==> config.mk <==
export PLATFORM = sky130hd
export DESIGN_NAME = seven_segment_scan_blink_driver_unit
export DESIGN_NICKNAME = d
export VERILOG_FILES = /design/src/sv/sssbd_pkg.sv /design/src/sv/sssbd_bcd_split.sv /design/src/sv/seven_segment_scan_blink_driver_unit.sv
export SDC_FILE = /design/constraint.sdc
export NUM_CORES = 1
export LEC_CHECK = 0
export BUFFER_PORTS_ARGS = -buffer_cell sky130_fd_sc_hd__buf_2
export CORE_MARGIN = 2
export CORE_UTILIZATION = 33
export DETAILED_ROUTE_END_ITERATION = 8
export PLACE_DENSITY_LB_ADDON = 0.15
export SYNTH_ARGS = -nofsm -noshare
export SYNTH_HDL_FRONTEND = slang
export SYNTH_SLANG_ARGS = --single-unit
==> constraint.sdc <==
create_clock -name clk -period 10.5 [get_ports clk]
set_input_delay 1.05 -clock clk [delete_from_list [all_inputs] [get_ports clk]]
set_output_delay 1.05 -clock clk [all_outputs]
set_load 0.02 [all_outputs]
==> src/sv/sssbd_pkg.sv <==
package sssbd_pkg;

	// Display geometry.
	localparam int DIGIT_COUNT = 4;

	// One decimal digit as held in the store and driven on the BCD pins.
	typedef logic [3:0] bcd_t;
	typedef bcd_t [DIGIT_COUNT-1:0] digit_store_t;
	typedef logic [DIGIT_COUNT-1:0] enable_t;
	typedef logic [15:0] elapsed_t;
	typedef logic [14:0] period_t;
	typedef logic [1:0] position_t;

	// Input item actions.
	typedef enum logic [1:0] {
		ACT_TICK        = 2'd0,
		ACT_LOAD_NUMBER = 2'd1,
		ACT_LOAD_DIGIT  = 2'd2
	} action_t;

	// Display modes.
	typedef enum logic [1:0] {
		MODE_PLAIN       = 2'd0,
		MODE_DIGIT_BLINK = 2'd1,
		MODE_WHOLE_BLINK = 2'd2
	} mode_t;

	// Configuration register indexes.
	localparam logic [1:0] REG_DISPLAY_MODE      = 2'd0;
	localparam logic [1:0] REG_SELECTED_DIGIT    = 2'd1;
	localparam logic [1:0] REG_SCAN_PERIOD       = 2'd2;
	localparam logic [1:0] REG_BLINK_HALF_PERIOD = 2'd3;

	// Reset values of the configuration registers.
	localparam period_t SCAN_PERIOD_RESET       = 15'd5;
	localparam period_t BLINK_HALF_PERIOD_RESET = 15'd500;

	localparam enable_t  ALL_OFF      = 4'hF;
	localparam elapsed_t COUNT_MAX    = 16'hFFFF;
	localparam bcd_t     BCD_LIMIT    = 4'd10;
	localparam logic [13:0] NUMBER_LIMIT = 14'd10000;

	// Reciprocal multipliers for division of values below 10000 by 10, 100, 1000.
	localparam logic [29:0] DIV10_MUL     = 30'd52429;
	localparam int          DIV10_SHIFT   = 19;
	localparam logic [29:0] DIV100_MUL    = 30'd5243;
	localparam int          DIV100_SHIFT  = 19;
	localparam logic [29:0] DIV1000_MUL   = 30'd8389;
	localparam int          DIV1000_SHIFT = 23;

endpackage

==> src/sv/sssbd_bcd_split.sv <==
module sssbd_bcd_split (
	input  logic [13:0]                 number,
	output logic                        in_range,
	output sssbd_pkg::digit_store_t     digits
);

	logic [29:0] prod10;
	logic [29:0] prod100;
	logic [29:0] prod1000;
	logic [9:0]  q10;
	logic [6:0]  q100;
	logic [3:0]  q1000;
	logic [13:0] tens_of_q10;
	logic [9:0]  tens_of_q100;
	logic [6:0]  tens_of_q1000;

	// Independent reciprocal multiplications give the number over 10, 100 and 1000.
	assign prod10   = 30'(number) * sssbd_pkg::DIV10_MUL;
	assign prod100  = 30'(number) * sssbd_pkg::DIV100_MUL;
	assign prod1000 = 30'(number) * sssbd_pkg::DIV1000_MUL;

	assign q10   = prod10[sssbd_pkg::DIV10_SHIFT +: 10];
	assign q100  = prod100[sssbd_pkg::DIV100_SHIFT +: 7];
	assign q1000 = prod1000[sssbd_pkg::DIV1000_SHIFT +: 4];

	// Times ten by shift and add, then each digit is the remainder of its quotient.
	assign tens_of_q10   = 14'({q10, 3'b000}) + 14'({q10, 1'b0});
	assign tens_of_q100  = 10'({q100, 3'b000}) + 10'({q100, 1'b0});
	assign tens_of_q1000 = 7'({q1000, 3'b000}) + 7'({q1000, 1'b0});

	// Digit 0 is the leftmost (thousands).
	assign digits[3] = 4'(number - tens_of_q10);
	assign digits[2] = 4'(q10 - tens_of_q100);
	assign digits[1] = 4'(q100 - tens_of_q1000);
	assign digits[0] = q1000;

	assign in_range = (number < sssbd_pkg::NUMBER_LIMIT);

endmodule

==> src/sv/seven_segment_scan_blink_driver_unit.sv <==
// Four-digit multiplexed BCD display driver.
// Input channel (item_valid/item_stall) carries one item per transfer: a
// millisecond tick, a whole-number load (up to 9999) or a single-digit load.
// Every accepted item yields exactly one result transfer on the output
// channel (result_valid/result_stall): the active-low digit enables, the BCD
// code and a flag set when a number load was out of range and dropped.
// An item is registered in the input stage at acceptance, and its result is
// registered in the result register when that stage moves on, which a
// receiver stall can hold off. A new item can be taken in every cycle while
// the receiver does not stall; throughput is one item per cycle, set by the
// single result register that closes the state update of each item.
// When the receiver stalls, the result holds and the input stage fills; the
// input then stalls until the result is taken.
// Configuration, written via cfg_write_en/cfg_index/cfg_data, takes effect for
// the next item; the user writes it only while the block is idle (not enforced).
// Reset clears the digit store, counters and scan positions, turns all
// digits off (enables all ones), sets the display dark in blink-all mode,
// and loads mode 0, digit 0, scan period 5 and blink half period 500.
module seven_segment_scan_blink_driver_unit (
	input  logic                    clk,
	input  logic                    arst_n,

	input  logic                    cfg_write_en,
	input  logic [1:0]              cfg_index,
	input  logic [14:0]             cfg_data,

	input  logic                    item_valid,
	output logic                    item_stall,
	input  logic [1:0]              action,
	input  logic [13:0]             number,
	input  logic [1:0]              digit_index,
	input  logic [3:0]              digit_value,

	output logic                    result_valid,
	input  logic                    result_stall,
	output logic [3:0]              digit_enable_n,
	output logic [3:0]              bcd_code,
	output logic                    load_ignored
);

	// Configuration registers.
	sssbd_pkg::mode_t     display_mode_q;
	sssbd_pkg::position_t selected_digit_q;
	sssbd_pkg::period_t   scan_period_q;
	sssbd_pkg::period_t   blink_half_period_q;

	// Input stage.
	logic                 valid_s1;
	sssbd_pkg::action_t   action_s1;
	logic [13:0]          number_s1;
	sssbd_pkg::position_t digit_index_s1;
	sssbd_pkg::bcd_t      digit_value_s1;

	// Display state.
	sssbd_pkg::digit_store_t store_q;
	sssbd_pkg::position_t    scan_pos_q;
	sssbd_pkg::position_t    blink_pos_q;
	sssbd_pkg::elapsed_t     scan_elapsed_q;
	sssbd_pkg::elapsed_t     digit_blink_elapsed_q;
	sssbd_pkg::elapsed_t     whole_blink_elapsed_q;
	logic                    dark_q;
	logic                    display_on_q;
	sssbd_pkg::enable_t      enable_q;
	sssbd_pkg::bcd_t         bcd_q;
	logic                    ignored_q;
	logic                    result_valid_q;

	// Next-state values.
	sssbd_pkg::digit_store_t store_d;
	sssbd_pkg::position_t    scan_pos_d;
	sssbd_pkg::position_t    blink_pos_d;
	sssbd_pkg::elapsed_t     scan_elapsed_d;
	sssbd_pkg::elapsed_t     digit_blink_elapsed_d;
	sssbd_pkg::elapsed_t     whole_blink_elapsed_d;
	logic                    dark_d;
	logic                    display_on_d;
	sssbd_pkg::enable_t      enable_d;
	sssbd_pkg::bcd_t         bcd_d;
	logic                    ignored_d;

	logic                    advance;
	logic                    number_in_range;
	sssbd_pkg::digit_store_t split_digits;
	sssbd_pkg::position_t    read_pos;
	sssbd_pkg::bcd_t         read_digit;

	// The stage moves on whenever the result register is empty or being drained.
	assign advance    = valid_s1 && (!result_valid_q || !result_stall);
	assign item_stall = valid_s1 && !advance;

	// Configuration writes.
	always_ff @(posedge clk or negedge arst_n) begin
		if (!arst_n) begin
			display_mode_q      <= sssbd_pkg::MODE_PLAIN;
			selected_digit_q    <= '0;
			scan_period_q       <= sssbd_pkg::SCAN_PERIOD_RESET;
			blink_half_period_q <= sssbd_pkg::BLINK_HALF_PERIOD_RESET;
		end else if (cfg_write_en) begin
			case (cfg_index)
				sssbd_pkg::REG_DISPLAY_MODE: begin
					display_mode_q <= sssbd_pkg::mode_t'(cfg_data[1:0]);
				end
				sssbd_pkg::REG_SELECTED_DIGIT: begin
					selected_digit_q <= cfg_data[1:0];
				end
				sssbd_pkg::REG_SCAN_PERIOD: begin
					scan_period_q <= cfg_data;
				end
				sssbd_pkg::REG_BLINK_HALF_PERIOD: begin
					blink_half_period_q <= cfg_data;
				end
				default: begin
				end
			endcase
		end
	end

	// Input register: takes a transfer whenever the stage is free or moving on.
	always_ff @(posedge clk or negedge arst_n) begin
		if (!arst_n) begin
			valid_s1 <= 1'b0;
		end else if (!item_stall) begin
			valid_s1 <= item_valid;
		end
	end

	always_ff @(posedge clk) begin
		if (item_valid && !item_stall) begin
			action_s1      <= sssbd_pkg::action_t'(action);
			number_s1      <= number;
			digit_index_s1 <= digit_index;
			digit_value_s1 <= digit_value;
		end
	end

	sssbd_bcd_split u_split (
		.number   (number_s1),
		.in_range (number_in_range),
		.digits   (split_digits)
	);

	// The scanned digit comes from one of the two scan positions.
	assign read_pos   = (display_mode_q == sssbd_pkg::MODE_DIGIT_BLINK) ? blink_pos_q : scan_pos_q;
	assign read_digit = store_q[read_pos];

	// Per-item state update.
	always_comb begin
		store_d               = store_q;
		scan_pos_d            = scan_pos_q;
		blink_pos_d           = blink_pos_q;
		scan_elapsed_d        = scan_elapsed_q;
		digit_blink_elapsed_d = digit_blink_elapsed_q;
		whole_blink_elapsed_d = whole_blink_elapsed_q;
		dark_d                = dark_q;
		display_on_d          = display_on_q;
		enable_d              = enable_q;
		bcd_d                 = bcd_q;
		ignored_d             = 1'b0;

		case (action_s1)
			sssbd_pkg::ACT_TICK: begin
				// All elapsed counters advance, saturating at the top.
				if (scan_elapsed_q != sssbd_pkg::COUNT_MAX) begin
					scan_elapsed_d = scan_elapsed_q + 16'd1;
				end
				if (digit_blink_elapsed_q != sssbd_pkg::COUNT_MAX) begin
					digit_blink_elapsed_d = digit_blink_elapsed_q + 16'd1;
				end
				if (whole_blink_elapsed_q != sssbd_pkg::COUNT_MAX) begin
					whole_blink_elapsed_d = whole_blink_elapsed_q + 16'd1;
				end

				case (display_mode_q)
					sssbd_pkg::MODE_DIGIT_BLINK: begin
						// Scan every tick; the selected digit is lit only in its bright phase.
						if (read_digit < sssbd_pkg::BCD_LIMIT) begin
							bcd_d = read_digit;
						end
						enable_d = sssbd_pkg::ALL_OFF;
						if (blink_pos_q == selected_digit_q) begin
							if (!dark_q) begin
								enable_d = ~(4'b0001 << blink_pos_q);
							end
							if (digit_blink_elapsed_d > {1'b0, blink_half_period_q}) begin
								dark_d                = !dark_q;
								digit_blink_elapsed_d = '0;
							end
						end else begin
							enable_d = ~(4'b0001 << blink_pos_q);
						end
						blink_pos_d = blink_pos_q + 2'd1;
					end
					sssbd_pkg::MODE_PLAIN, sssbd_pkg::MODE_WHOLE_BLINK: begin
						// Whole-display blink toggles first and darkens when turning off.
						if (display_mode_q == sssbd_pkg::MODE_WHOLE_BLINK &&
						    whole_blink_elapsed_d > {1'b0, blink_half_period_q}) begin
							if (display_on_q) begin
								enable_d = sssbd_pkg::ALL_OFF;
							end
							display_on_d          = !display_on_q;
							whole_blink_elapsed_d = '0;
						end
						// Plain scan step, also used while the whole display is on.
						if ((display_mode_q == sssbd_pkg::MODE_PLAIN || display_on_d) &&
						    scan_elapsed_d > {1'b0, scan_period_q}) begin
							enable_d = ~(4'b0001 << scan_pos_q);
							if (read_digit < sssbd_pkg::BCD_LIMIT) begin
								bcd_d = read_digit;
							end
							scan_pos_d     = scan_pos_q + 2'd1;
							scan_elapsed_d = '0;
						end
					end
					default: begin
					end
				endcase
			end
			sssbd_pkg::ACT_LOAD_NUMBER: begin
				if (number_in_range) begin
					store_d = split_digits;
				end else begin
					ignored_d = 1'b1;
				end
			end
			sssbd_pkg::ACT_LOAD_DIGIT: begin
				store_d[digit_index_s1] = digit_value_s1;
			end
			default: begin
			end
		endcase
	end

	// State and result registers, updated once per item.
	always_ff @(posedge clk or negedge arst_n) begin
		if (!arst_n) begin
			store_q               <= '0;
			scan_pos_q            <= '0;
			blink_pos_q           <= '0;
			scan_elapsed_q        <= '0;
			digit_blink_elapsed_q <= '0;
			whole_blink_elapsed_q <= '0;
			dark_q                <= 1'b0;
			display_on_q          <= 1'b0;
			enable_q              <= sssbd_pkg::ALL_OFF;
			bcd_q                 <= '0;
			ignored_q             <= 1'b0;
		end else if (advance) begin
			store_q               <= store_d;
			scan_pos_q            <= scan_pos_d;
			blink_pos_q           <= blink_pos_d;
			scan_elapsed_q        <= scan_elapsed_d;
			digit_blink_elapsed_q <= digit_blink_elapsed_d;
			whole_blink_elapsed_q <= whole_blink_elapsed_d;
			dark_q                <= dark_d;
			display_on_q          <= display_on_d;
			enable_q              <= enable_d;
			bcd_q                 <= bcd_d;
			ignored_q             <= ignored_d;
		end
	end

	// Result valid: set by a moving item, cleared when the result transfer completes.
	always_ff @(posedge clk or negedge arst_n) begin
		if (!arst_n) begin
			result_valid_q <= 1'b0;
		end else if (advance) begin
			result_valid_q <= 1'b1;
		end else if (!result_stall) begin
			result_valid_q <= 1'b0;
		end
	end

	assign result_valid   = result_valid_q;
	assign digit_enable_n = enable_q;
	assign bcd_code       = bcd_q;
	assign load_ignored   = ignored_q;

	// At most one digit is ever lit.
	assert property (@(posedge clk) disable iff (!arst_n) $onehot0(~enable_q))
		else $error("more than one digit enabled");

	// The BCD pins never carry a value above nine.
	assert property (@(posedge clk) disable iff (!arst_n) bcd_q < sssbd_pkg::BCD_LIMIT)
		else $error("BCD pins out of range");

	// Loads leave the pins untouched.
	assert property (@(posedge clk) disable iff (!arst_n)
		advance && action_s1 != sssbd_pkg::ACT_TICK |=> $stable(enable_q) && $stable(bcd_q))
		else $error("load changed the display pins");

	// An out-of-range number load is flagged and leaves the store alone.
	assert property (@(posedge clk) disable iff (!arst_n)
		advance && action_s1 == sssbd_pkg::ACT_LOAD_NUMBER && !number_in_range
		|=> load_ignored && $stable(store_q))
		else $error("oversized load not flagged or not ignored");

	// The input stalls only while an item waits in the input stage.
	assert property (@(posedge clk) disable iff (!arst_n) item_stall |-> valid_s1 && result_valid_q)
		else $error("input stalled without a waiting item");

endmodule

-- Yosys cells after proc, flatten, opt, wreduce, memory -nomap -nowiden
Index checks and enable logic that the tools add are counted.
- register bits after elaboration: 137
- bits of input ports: 44
- output and inout port bits: 11
- logic and storage cells: 135
- $add $sub $neg: 11
- multiply operators: 3
- order comparisons: 8
- equal/unequal tests: 16
- shift operators: 2
- mux-type cells: 37
- bitwise logic cells: 2
- reduce and logical (&&, ||, !) cells: 32
- operator list (cell ; count):
    16-bit two-way mux ; 14
    16-bit by 1-bit adder with 16-bit output (second input constant) ; 3
    16-bit by 15-bit greater-than comparator with 1-bit output ; 3
    16-bit inequality test (second input constant) ; 3
    4-bit two-way mux ; 9
    16-bit case mux with 2 select lines ; 1
    14-bit by 14-bit multiplier with 27-bit output (second input constant) ; 1
    14-bit by 13-bit multiplier with 23-bit output (second input constant) ; 1
    14-bit by 16-bit multiplier with 23-bit output (second input constant) ; 1
    16-bit bitwise mux ; 1
    4-bit case mux with 2 select lines ; 2
    14-bit < comparator (second input constant) ; 1
    4-bit adder ; 3
    4-bit subtractor ; 3
    2-bit AND reduction ; 5
    5-bit AND reduction ; 2
    3-bit AND reduction ; 3
    4-bit binary-select mux with 2-bit select ; 1
    4-bit demux with 2-bit select ; 1
    2-bit == test (second input constant) ; 4
    4-bit inverter ; 2
    4-bit AND reduction ; 2
    1-bit by 2-bit left shift with 4-bit output (first input constant) ; 2
    1-bit two-way mux ; 7
    other kinds (16) ; 36

-- Longest topological paths before layout
- depth after elaboration: 12
- depth in mapped cells: 28
- mapped depth without buffers: 28

-- Hierarchy
From an unflattened synthesis, not the netlist that was laid out.
- cell total of the unflattened synthesis: 1637
- area total of the unflattened synthesis: 15899.0 µm²
- by module, submodules not included (module ; instances ; cells each ; area an instance (µm²) ; seq. area each (µm²)):
    sssbd_bcd_split ; 1 ; 852 ; 8005.2 ; 0.0
    seven_segment_scan_blink_driver_unit ; 1 ; 785 ; 7893.8 ; 3553.4

-- Least setup slack after synthesis
Ideal clock, no wire load.
- kind: register to register
- start point: register number_s1[12]
- end point: register store_q[11] (netlist name)
- setup time: 0.078 ns
- arrival time: 6.537 ns
- data required time: 10.422 ns
- setup slack: 3.886 ns
- cell stages (with the launch flop): 28
- path buffers: 0
- period minus slack after synthesis: 6.614 ns
- path through: edfxtp_1 > inv_1 > ha_1 > inv_1 > fa_1 > fa_1 > inv_1 > fa_1 > inv_1 > fa_1 > inv_1 > fa_1 > inv_1 > ha_1 > o21a_1 > o21ai_0 > nor2_1 > a211oi_1 > nor2b_1 > nor2_1 > xnor2_1 > ha_1 > xnor2_1 > xnor2_1 > xnor2_1 > xnor2_1 > xnor3_1 > a21oi_1
- cells in the longest elaborated chain, start to end: 5
- elaborated cells on any way between the ends: 9
- classes of those cells: 2 x add/sub; 2 x mul; 1 x order compare; 1 x eq/ne; 2 x mux; 1 x reduce/logical
- RTL lines (element ; RTL line ; text):
    start: declaration ; seven_segment_scan_blink_driver_unit.sv:50 ; logic [13:0] number_s1;
    start signal: assignment ; seven_segment_scan_blink_driver_unit.sv:130 ; number_s1 <= number;
    14-bit by 13-bit multiplier with 23-bit output ; sssbd_bcd_split.sv:19 ; assign prod100 = 30'(number) * sssbd_pkg::DIV100_MUL;
    4-bit adder ; sssbd_bcd_split.sv:28 ; assign tens_of_q100 = 10'({q100, 3'b000}) + 10'({q100, 1'b0});
    4-bit subtractor ; sssbd_bcd_split.sv:33 ; assign digits[2] = 4'(q10 - tens_of_q100);
    16-bit two-way mux ; seven_segment_scan_blink_driver_unit.sv:219 ; if (number_in_range) begin
    16-bit case mux with 2 select lines ; seven_segment_scan_blink_driver_unit.sv:160 ; case (action_s1)
    end signal: assignment ; seven_segment_scan_blink_driver_unit.sv:248 ; store_q <= store_d;
    end: declaration ; seven_segment_scan_blink_driver_unit.sv:55 ; sssbd_pkg::digit_store_t store_q;
Several ways; a longest one is shown, not always the timed one. The select of a mux whose other input is x is not followed.
A chain may end at the register's enable or synchronous reset.

-- Worst setup path in the final report
Ends and elaborated chain as after synthesis.

==> results.sh <==
export IMPL_status="finished clean"
export IMPL_hold_buffers=0
export IMPL_switchingPower_w=0.002081
export IMPL_ant_nets=0
export IMPL_drv_cap=0
export IMPL_overflow=0
export IMPL_ys_warn_count=0
export IMPL_io_buffers=54
export IMPL_dp_hpwl_microns=33700
export IMPL_postCtsSetupBuffers=0
export IMPL_power_frac_clock_pct=14.4
export IMPL_layout_common_cells="inv_1 (338), ha_1 (296), fa_1 (132)"
export IMPL_synth_top_area_share_pct=23.21
export IMPL_crit_required_ns=10.90
export IMPL_fmax_mhz=134.3
export IMPL_grt_pass1_wl_microns=65940
export IMPL_fin_nets=2164
export IMPL_drtIter0Drc=550
export IMPL_syn_inst=1638
export IMPL_dpl_worst_slack_ns=2.958
export IMPL_num_rows=80
export IMPL_worstPathArrival_ns=7.84
export IMPL_final_setup_tns_ns=0
export IMPL_routed_wl_microns=40750
export IMPL_comb_power_share_pct=69.3
export IMPL_syn_avg_cell_area_sq_um=9.742
export IMPL_start_util_pct=33.42
export IMPL_synth_edf_count=22
export IMPL_finalWorstSetupSlack_ns=3.056
export IMPL_netlist_area_sq_um=15960
export IMPL_synth_ff_type="dfrtp_1"
export IMPL_clk_latency_ns=0.47
export IMPL_slew_limit_headroom_pct=30.23
export IMPL_drc=0
export IMPL_grt_max_degree=68
export IMPL_nFillCells=4856
export IMPL_start_kind="flip-flop"
export IMPL_grt_pass1_vias=11980
export IMPL_clkSinkCount=137
export IMPL_antenna_found_initial=0
export IMPL_synth_top_cell_by_area="ha_1"
export IMPL_drive_above_1_share_pct=10.32
export IMPL_p_seq_share_pct=16.3
export IMPL_ctsHtreeMaxLevel=4
export IMPL_worstSetupPathType="flip-flop to flip-flop"
export IMPL_fin_crit_ns=7.444
export IMPL_endpoint_kind="flip-flop"
export IMPL_globalplace_congestion=0.8237
export IMPL_top_level_ports=55
export IMPL_cts_made_buffers=17
export IMPL_fin_crit_sh_pct=70.90
export IMPL_skew_ns=0.01099
export IMPL_dieArea_sq_um=50130
export IMPL_tightest_slew_ns=1.047
export IMPL_die_x_microns=223.9
export IMPL_n_antenna_cell=0
export IMPL_area_growth_syn_to_layout_pct=10.24
export IMPL_design_core_area_sq_um=47750
export IMPL_synth_nets=2110
export IMPL_power_density_nw_per_um2=264.4
export IMPL_slew_viol_final=0
export IMPL_ys_ff_latch=137
export IMPL_final_common_cell="inv_1"
export IMPL_wl_per_cell_microns=17.56
export IMPL_vias=11330
export IMPL_internal_power_w=0.002570
export IMPL_total_power_w=0.004651
export IMPL_die_h_microns=223.9
export IMPL_swShare_pct=44.75
export IMPL_post_cts_resized=0
export IMPL_placed_area_sq_um=16960
export IMPL_final_area_sq_um=17590
export IMPL_path_clk_slew_ns=0.06
export IMPL_cp_max_fo=14
export IMPL_drt_pass1_iter_count=4
export IMPL_yosys_top_cells_area="ha_1 (23%), fa_1 (17%), dfrtp_1 (16%)"
export IMPL_finalHoldViolCount=0
export IMPL_ys_types=74
export IMPL_p_leak_nw=8.970
export IMPL_hp_class="flip-flop to flip-flop"
export IMPL_root_buffer="clkbuf_16"
export IMPL_irDropWorstVdd_v=0.0003366
export IMPL_yosysSeqAreaShare_pct=22.27
export IMPL_clock_path_buffers=2
export IMPL_viasPerCell=4.885
export IMPL_grtUsageTotal_pct=17.26
export IMPL_async_flop_share_pct=83.94
export IMPL_cts_tree="built"
export IMPL_setup_viol=0
export IMPL_grt_setup_unrepaired="false"
-- through the flow --
step / utilization (%) / std cells / hold slack [ns]
global placement: 35.52 / 2288 / 0.4760
detailed placement: 35.52 / 2288 / 0.4745
finish: 36.84 / 2320 / 0.4815
global route: 36.84 / 2320 / 0.5184
floorplan: - / 1638 / 0.4403
CTS: 36.84 / 2320 / 0.4894
-- worst max-delay path: stages, from the launching register on --
cell and delay, ns:
edfxtp_1 0.82, inv_1 0.32, ha_1 0.36, inv_1 0.10, fa_1 0.54, fa_1 0.53, inv_1 0.06, fa_1 0.53
inv_1 0.06, fa_1 0.50, inv_1 0.05, fa_1 0.49, inv_1 0.04, ha_1 0.33, o21a_1 0.12, o21ai_0 0.19
nor2_1 0.06, a211oi_1 0.47, nor2b_1 0.09, nor2_1 0.25, xnor2_1 0.16, ha_1 0.17, xnor2_1 0.13, xnor2_1 0.15
xnor2_1 0.15, xnor2_1 0.14, xnor3_1 0.41, a21oi_1 0.14
-- cell families (layout without fill, tap and decap cells) --
kind of cell	count (synthesis)	count (layout)	share of synthesized area (%)
AO/OA/AOI/OAI	250	250	10.80
XOR/XNOR	75	75	4.289
adder cells (fa/ha/maj)	428	428	39.77
buffers and inverters	365	432	8.625
flip-flops	137	137	22.27
multiplexers	52	52	3.944
AND/OR/NAND/NOR	331	331	10.31
-- final timing paths --
path / startpoint / to / slack (ns) / depth (start not counted)
worst max-delay path: number_s1[12] / store_q[11] / 3.06 / 27
worst min-delay path: dark_q / dark_q / 0.48 / 1
worst max register to register: number_s1[12] / store_q[11] / 3.06 / 27
worst min register to register: dark_q / dark_q / 0.48 / 1
max in group asynchronous: arst_n / store_q[1] / 8.50 / 2
min in group asynchronous: arst_n / digit_blink_elapsed_q[11] / 0.63 / 1
-- flip-flops by register name, summed over array words and instances (netlist names), 2 cells and up --
signal and flops:
action_s1 2, bcd_code 4, blink_half_period_q 15, blink_pos_q 2, digit_blink_elapsed_q 16, digit_enable_n 4
digit_index_s1 2, digit_value_s1 4, display_mode_q 2, number_s1 14, scan_elapsed_q 16, scan_period_q 15
scan_pos_q 2, selected_digit_q 2, store_q 16, whole_blink_elapsed_q 16
-- cells in the mapped netlist (14+ instances only) --
cell,count
inv_1,338
ha_1,296
fa_1,132
nand2_1,110
dfrtp_1,103
nor2_1,62
xnor2_1,54
a21oi_1,47
o21ai_0,47
mux2_2,46
nand3_1,31
a21o_1,25
clkbuf_1,24
a22o_1,23
edfxtp_1,22
nand4_1,20
xor2_1,19
and3_1,17
o21a_1,16
nand2b_1,14
nor2b_1,14
nor3_1,14
-- power by group through the flow --
stage               registers [W]  logic [W]  clock network [W]
finish                   0.000759    0.00322           0.000670
detailed placement       0.000768    0.00327                  0
floorplan                0.000748    0.00247                  0
CTS                      0.000759    0.00330           0.000696
global placement         0.000765    0.00323                  0
global route             0.000775    0.00374           0.000714
-- per-layer routing --
metal	vias up	share of wire (%)	GRT usage (%)
met3	41	2.4	2.702
met4	0	2.3	5.785
met5	-	0	0
li1	5627	-	-
met1	5546	46	22.33
met2	119	49	29.38
-- final cells by class --
type / count / area, sq um / area share [%]
Clock buffer: 20 / 446.7 / 2.539
Clock inverter: 12 / 186.4 / 1.060
Inverter: 338 / 1269 / 7.212
Multi-Input combinational cell: 1136 / 11030 / 62.72
Sequential cell: 137 / 3553 / 20.20
Tap cell: 615 / 769.5 / 4.374
Timing Repair Buffer: 62 / 332.8 / 1.892
(Power assumes the default switching activity.)
